<file path="src/assert_macros.svh">
// Assertion macros for the framed ring queue.
// Used by the top level; expects clk and rst in scope.
`ifndef ASSERT_MACROS_SVH
`define ASSERT_MACROS_SVH

// Check that a condition holds at every clock edge outside reset.
`define FRQ_ASSERT_ALWAYS(lbl, cond) \
  lbl: assert property (@(posedge clk) disable iff (rst) (cond)) \
    else $error("framed ring queue check failed");

// Check that a trigger implies a consequence in the same cycle.
`define FRQ_ASSERT_IMPL(lbl, trig, cons) \
  lbl: assert property (@(posedge clk) disable iff (rst) (trig) |-> (cons)) \
    else $error("framed ring queue check failed");

`endif

</file>
<file path="src/frq_pkg.sv">
// Shared types, constants and pointer helpers of the framed ring queue.
// No dependencies.
package frq_pkg;

  localparam int CHANNELS   = 8;
  localparam int RING_BYTES = 1024;
  localparam int MAX_FRAME  = 63;
  localparam int CH_W       = $clog2(CHANNELS);
  localparam int PTR_W      = $clog2(RING_BYTES);
  localparam int QS_W       = 11;
  localparam int CC_W       = 4;
  localparam int ADDR_W     = CH_W + PTR_W;
  localparam int DEPTH      = CHANNELS * RING_BYTES;
  localparam int FRM_W      = 10;
  localparam int TOT_W      = 13;
  localparam logic [QS_W-1:0] QS_MIN   = QS_W'(MAX_FRAME + 3);
  localparam logic [QS_W-1:0] QS_MAX   = QS_W'(RING_BYTES);
  localparam logic [CC_W-1:0] CC_MAX   = CC_W'(CHANNELS);
  localparam logic [CC_W-1:0] CC_MIN   = CC_W'(1);

  typedef enum logic [1:0] {
    OP_PUSH_BACK  = 2'd0,
    OP_PUSH_FRONT = 2'd1,
    OP_POP        = 2'd2,
    OP_NONE       = 2'd3
  } op_t;

  typedef enum logic [2:0] {
    ST_OK        = 3'd0,
    ST_EMPTY     = 3'd1,
    ST_BAD_LEN   = 3'd2,
    ST_BAD_CHAN  = 3'd3,
    ST_OVER_LIM  = 3'd4
  } status_t;

  typedef enum logic [1:0] {
    K_PUSH_LEN  = 2'd0,
    K_PUSH_BYTE = 2'd1,
    K_POP       = 2'd2,
    K_BAD_OP    = 2'd3
  } kind_t;

  typedef enum logic {
    REG_QUEUE_SIZE    = 1'b0,
    REG_CHANNEL_COUNT = 1'b1
  } reg_idx_t;

  typedef struct packed {
    logic [1:0]  operation;
    logic [2:0]  channel;
    logic        first_of_frame;
    logic [7:0]  frame_length;
    logic [7:0]  data_byte;
    logic [15:0] pop_limit;
  } req_t;

  typedef struct packed {
    logic [2:0]       status;
    logic [7:0]       out_byte;
    logic [7:0]       popped_length;
    logic             last_result;
    logic [FRM_W-1:0] channel_frames;
    logic [TOT_W-1:0] total_frames;
  } rsp_t;

  typedef struct packed {
    kind_t kind;
    req_t  item;
  } entry_t;

  typedef struct packed {
    logic            clear;
    logic [QS_W-1:0] queue_size;
    logic [CC_W-1:0] channel_count;
  } cfg_t;

  function automatic logic [PTR_W-1:0] ptr_add(input logic [PTR_W-1:0] p,
                                               input logic [8:0] a,
                                               input logic [QS_W-1:0] qs);
    logic [QS_W:0] s;
    s = {2'b00, p} + {3'b000, a};
    if (s >= {1'b0, qs}) s = s - {1'b0, qs};
    return s[PTR_W-1:0];
  endfunction

  function automatic logic [PTR_W-1:0] ptr_sub(input logic [PTR_W-1:0] p,
                                               input logic [8:0] a,
                                               input logic [QS_W-1:0] qs);
    logic [QS_W:0] s;
    s = {2'b00, p} + {1'b0, qs} - {3'b000, a};
    if (s >= {1'b0, qs}) s = s - {1'b0, qs};
    return s[PTR_W-1:0];
  endfunction

endpackage

</file>
<file path="src/frq_front.sv">
// Front end: accepts requests, classifies them and queues them for the back end.
// Depends on frq_pkg.
module frq_front (
  input  logic             clk,
  input  logic             rst,
  input  logic             req_valid,
  output logic             req_stall,
  input  frq_pkg::req_t    req,
  output logic             q_valid,
  output frq_pkg::entry_t  q_entry,
  input  logic             q_take
);

  frq_pkg::entry_t ent [2];
  logic            wr_ptr;
  logic            rd_ptr;
  logic [1:0]      count;
  logic            push;
  logic            pop;
  frq_pkg::kind_t  kind;

  always_comb begin
    unique case (frq_pkg::op_t'(req.operation))
      frq_pkg::OP_POP:  kind = frq_pkg::K_POP;
      frq_pkg::OP_NONE: kind = frq_pkg::K_BAD_OP;
      default:          kind = req.first_of_frame ? frq_pkg::K_PUSH_LEN
                                                  : frq_pkg::K_PUSH_BYTE;
    endcase
  end

  assign req_stall = (count == 2'd2);
  assign push      = req_valid && !req_stall;
  assign q_valid   = (count != 2'd0);
  assign pop       = q_valid && q_take;
  assign q_entry   = ent[rd_ptr];

  always_ff @(posedge clk) begin
    if (push) ent[wr_ptr] <= '{kind: kind, item: req};
    if (rst) begin
      wr_ptr <= 1'b0;
      rd_ptr <= 1'b0;
      count  <= 2'd0;
    end else begin
      if (push) wr_ptr <= ~wr_ptr;
      if (pop) rd_ptr <= ~rd_ptr;
      count <= count + {1'b0, push} - {1'b0, pop};
    end
  end

endmodule

</file>
<file path="config.mk">
export PLATFORM = sky130hd
export DESIGN_NAME = frq_front
export DESIGN_NICKNAME = d
export VERILOG_FILES = /design/src/assert_macros.svh /design/src/frq_pkg.sv /design/src/frq_front.sv
export SDC_FILE = /design/constraint.sdc
export NUM_CORES = 1
export LEC_CHECK = 0
export BUFFER_PORTS_ARGS = -buffer_cell sky130_fd_sc_hd__buf_2
export CAP_MARGIN = 20
export CORE_UTILIZATION = 40
export CTS_CLUSTER_DIAMETER = 150
export DETAILED_ROUTE_END_ITERATION = 10
export GPL_TIMING_DRIVEN = 0
export PLACE_DENSITY = 0.6
export SLEW_MARGIN = 20
export SYNTH_ARGS = -nofsm -noshare
export SYNTH_HDL_FRONTEND = slang
export SYNTH_SLANG_ARGS = --single-unit
</file>
<file path="constraint.sdc">
create_clock -name clk -period 2.6 [get_ports clk]
set_clock_uncertainty 0.1 [all_clocks]
set_input_delay 0.13 -clock clk [delete_from_list [all_inputs] [get_ports clk]]
set_output_delay 0.13 -clock clk [all_outputs]
set_load 0.01 [all_outputs]
</file>
After elaboration in Yosys (flattened, before gate mapping) --
Memory sizes are Yosys's and may differ from the RTL's. A register that Yosys moved wholly into a read port is not among the register bits. Index checks and enable logic that the tools add are counted.
Operators by class: add/sub/neg operators 2, eq/ne operators 3, muxes and demuxes 6, bitwise operators 2, reduce and logical (&&, ||, !) cells 4
Operators by type and width (count):
- equality test 2 bit (second input constant) | 3
- 2-to-1 mux 1 bit | 5
- case mux 2 bit (2 select lines) | 1
- adder 2 x 1 -> 2 bit | 1
- logical AND 1 bit | 2
- NOT 1 bit | 2
- nonzero test 2 bit | 1
- subtractor 2 x 1 -> 2 bit | 1
- zero test 1 bit | 1
Word-level totals: flip-flop bits (word level) 4, RAM bits 80, bits of input ports 42, memories kept 1
Memories:
- ent | depth 2, bits a word 40, read ports 1, clocked after Yosys merged registers in 1, wr ports 1, RTL line frq_front.sv:14 | frq_pkg::entry_t ent [2];

Longest topological paths before layout --
depth after elaboration 5, mapped depth 8

Worst setup path after synthesis --
OpenSTA, ideal clock, no wires.
kind register -> register, start point register count[0], end point memory ent[0][0] (netlist bit) (enable), library setup time 0.394 ns, arrival 1.646 ns, slack 0.459 ns, cell stages (with the launch flop) 5, buffers on the path 0, period minus slack after synthesis 2.141 ns, cells stage by stage dfxtp_1 -> nand2b_2 -> inv_2 -> or3_1 -> inv_1
On the way: longest elaborated chain between the ends 5
Ends and longest elaborated chain:
- start, declared | RTL line frq_front.sv:17 | logic [1:0] count;
- start signal, assigned | RTL line frq_front.sv:46 | count <= count + {1'b0, push} - {1'b0, pop};
- equality test 2 bit | RTL line frq_front.sv:31 | assign req_stall = (count == 2'd2);
- via req_stall | RTL line frq_front.sv:7 | output logic req_stall,
- zero test 1 bit | RTL line frq_front.sv:32 | assign push = req_valid && !req_stall;
- logical AND 1 bit | RTL line frq_front.sv:32
- 2-to-1 mux 1 bit | RTL line frq_front.sv:38 | if (push) ent[wr_ptr] <= '{kind: kind, item: req};
- 2-to-1 mux 1 bit (implied by the code) | RTL line frq_front.sv:38
- end, declared | RTL line frq_front.sv:14
The timed path passes the listed nets, and every way through them passes these cells.

Final worst setup path --
start point register count[0], end point memory ent[0][20] (netlist bit) (enable)
On the way: longest elaborated chain between the ends 5
Ends and longest elaborated chain (RTL line):
- equality test 2 bit | frq_front.sv:31
- zero test 1 bit | frq_front.sv:32
- logical AND 1 bit | frq_front.sv:32
- 2-to-1 mux 1 bit | frq_front.sv:38
- 2-to-1 mux 1 bit (implied by the code) | frq_front.sv:38
No other way between the ends.

==> impl_metrics.csv <==
group,metric,value,unit
status,outcome,"finished clean",
synthesis,ys_ff_latch,85,
sta,hold_viol,0,
finish,final_cells,392,
synthesis,syn-num-nets,198,
power_and_ir_drop,peakVddDrop,0.661,mV
synthesis,synthCells,154,
clocking,cts_buffer_depth,2,
die,fp-row-count,31,
power_and_ir_drop,leakagePower,1.62,nW
worst_hold_path,holdCritPathClass,"in2reg",
placed_design,dpl.hpwl,3160,microns
sta,maxSlewViolCount,0,
synthesis,synth_most_common_cell,"edfxtp_1",
finish,n_fill_cell,616,
run,max_cap_violations,0,
setup_path,startpoint_type,"flip-flop",
placed_design,dp.cells,337,
synthesis,synth_area_leaders,"edfxtp_1, mux2_2, dfxtp_1, ha_1, buf_2",
synthesis,synth_edf_count,80,
detailed_routing,wl,5250,microns
synthesis,yosysTopAreaCell,"edfxtp_1",
setup_path,slowest_stage,"inv_2",
detailed_routing,ant_nets,0,
setup_path,crit_fanout,21,
synthesis,ys_warn_count,0,
synthesis,post_synth_most_frequent_cells,"edfxtp_1, mux2_2, dfxtp_1, buf_2",
clocking,clk_pin_slew,0.08,ns
global_route,grt_usage,0.141,
global_route,grt_overflow,0,
setup_path,worstPathArrival,1.89,ns
detailed_routing,viasPerCell,4.46,
finish,n_antenna_cell,0,
detailed_routing,via_count,1747,
finish,final_core_util,0.572,
global_route,antenna_found_initial,0,
global_route,grt_max_degree,41,
synthesis,synth_async_sr_flop_share,0,
finish,drive_gt1_frac,0.498,
global_route,grt_pass1_wl,8770,microns
detailed_routing,drc,0,
synthesis,ys_seq_area_frac,0.802,
synthesis,syn_area_per_cell,20.3,sq um
setup_path,crit_path_end_kind,"flip-flop",
sta,rsz0062_at_grt,"no",
setup_path,required,2.54,ns
sta,min_period,1.94,ns
clocking,cts_max_level,3,
synthesis,synth_fa_ha_area_frac,0.00802,
synthesis,synthSimpleGateAreaFrac,0.0208,
synthesis,muxShareOfSynthArea,0.144,
synthesis,synth_top_family_by_area,"multiplexers",
detailed_routing,drt_iter0_markers,51,
sta,fin_crit_sh,0.747,
synthesis,synthFlopType,"edfxtp_1",
placed_design,place_ws,0.644,ns
detailed_routing,firstDrtPassIters,4,
die,die-area,0.00816,sq mm
sta,fmax,515,MHz
detailed_routing,wl_per_cell,13.4,microns
die,dieWidth,90.3,microns
global_route,grt_pass1_vias,1872,
die,start_util,0.421,
clocking,cts_tree,"done",
sta,worst_slack,0.658,ns
power_and_ir_drop,p_per_area,860,mW/mm^2
die,core,0.00741,sq mm
finish,syn2layout_area_growth,35.8,%
clocking,cts_made_buffers,9,
sta,tightest_slew,0.960,ns
setup_path,crit_type,"reg2reg",
die,die_h,90.3,microns
placed_design,routabilityCongestion,0.674,
clocking,clock-sinks,85,
synthesis,synthXorXnorAreaFrac,0.00561,
placed_design,place.port_buffers,83,
finish,final_nets,332,
synthesis,synth_cell_type_count,22,
sta,slew_headroom,0.360,
synthesis,synth_top_area_frac,0.770,
die,io-pin-count,84,
clocking,clock_latency,0.34,ns
setup_path,critPathMaxStageDelay,0.39,ns
setup_path,crit_path_frequent_cell,"inv_2",
synthesis,synth_compound_area_frac,0.00721,
sta,setup_violations,0,
synthesis,netlist_area,0.00312,sq mm
clocking,cts_resized,0,
clocking,cts_root_buffer,"clkbuf_8",
setup_path,path_cells,"nand2b_2, inv_2, or3_1, inv_2, buf_16",
==> flip-flops by register name, indices dropped and copies added (netlist names), named ones only <==
register / cells
wr_ptr: 1
rd_ptr: 1
ent: 80
count: 2
==> per-stage QoR <==
step | hold WS [ns] | area (sq um) | total power [mW] | TNS, ns
final | 0.109 | 4240 | 3.64 | 0
after global placement | 0.218 | 3660 | 2.85 | -1.47
after floorplan | 0.0991 | 3120 | 2.47 | 0
after global routing | 0.133 | 4240 | 3.84 | 0
after CTS | 0.0743 | 4240 | 3.71 | 0
after detailed placement | 0.221 | 3690 | 2.88 | 0
==> where the power goes <==
group	switching [mW]	internal, mW
sequential	0.0570	1.75
clock	0.426	0.345
combinational	0.536	0.534
==> placed cells by master, fill, tap and decap left out, drive strengths merged <==
cell type,Yosys,layout
buf,4,88
edfxtp,80,80
mux2,40,40
dlygate4sd3,0,39
clkbuf,1,13
dfxtp,5,5
inv,4,4
nor2,3,3
nand2,2,2
o21ai,2,2
ha,2,2
clkinv,0,2
clkinvlp,0,2
o21a,1,1
or2,1,1
nand2b,1,1
and3,1,1
or3,1,1
nor2b,1,1
xnor2,1,1
a21oi,1,1
xor2,1,1
and2,1,1
nor3,1,1
==> timing repair <==
item                       CTS  global route
hold endpoints to repair    81             0
buffers inserted             0             0
hold buffers                39             0
setup endpoints to repair    0             0
==> kinds of logic (layout without fill, tap and decap cells) <==
group           count (synthesis)  in the layout
flops                          85             85
mux                            40             40
simple gates                   12             12
buf+inv                         9            148
compound gates                  4              4
fa+ha+maj                       2              2
xor+xnor                        2              2
==> critical path, delay by kind of cell (launching register included) <==
family	cells	cell delay (ns)
buffers and inverters	3	0.67
DFF	1	0.37
and+or+nand+nor	2	0.50
==> final timing paths <==
kind | cells past startpoint | endpoint | slack [ns] | start
setup / recovery | 5 | ent[0][20] | 0.66 | count[0]
hold / removal | 4 | wr_ptr | 0.11 | req_valid
setup reg to reg | 5 | ent[0][20] | 0.66 | count[0]
hold reg to reg | 2 | wr_ptr | 0.40 | wr_ptr
==> cell type report <==
cell class,instances,area [sq um],share of cell area
clock inverters,4,25.0,0.00590
clock buffers,12,135,0.0319
flip-flops and latches,85,2500,0.590
plain buffers,5,23.8,0.00561
well taps,99,124,0.0292
inverters,4,15.0,0.00354
repair buffers,123,833,0.197
multi-input cells,60,581,0.137
==> routing by layer <==
metal / track usage / part of all wire / up-vias
li1: - / - / 855
met1: 0.163 / 0.42 / 838
met2: 0.246 / 0.52 / 43
met3: 0.0303 / 0.032 / 11
met4: 0.0766 / 0.022 / 0
met5: 0 / 0 / -
(Power assumes the default switching activity.)
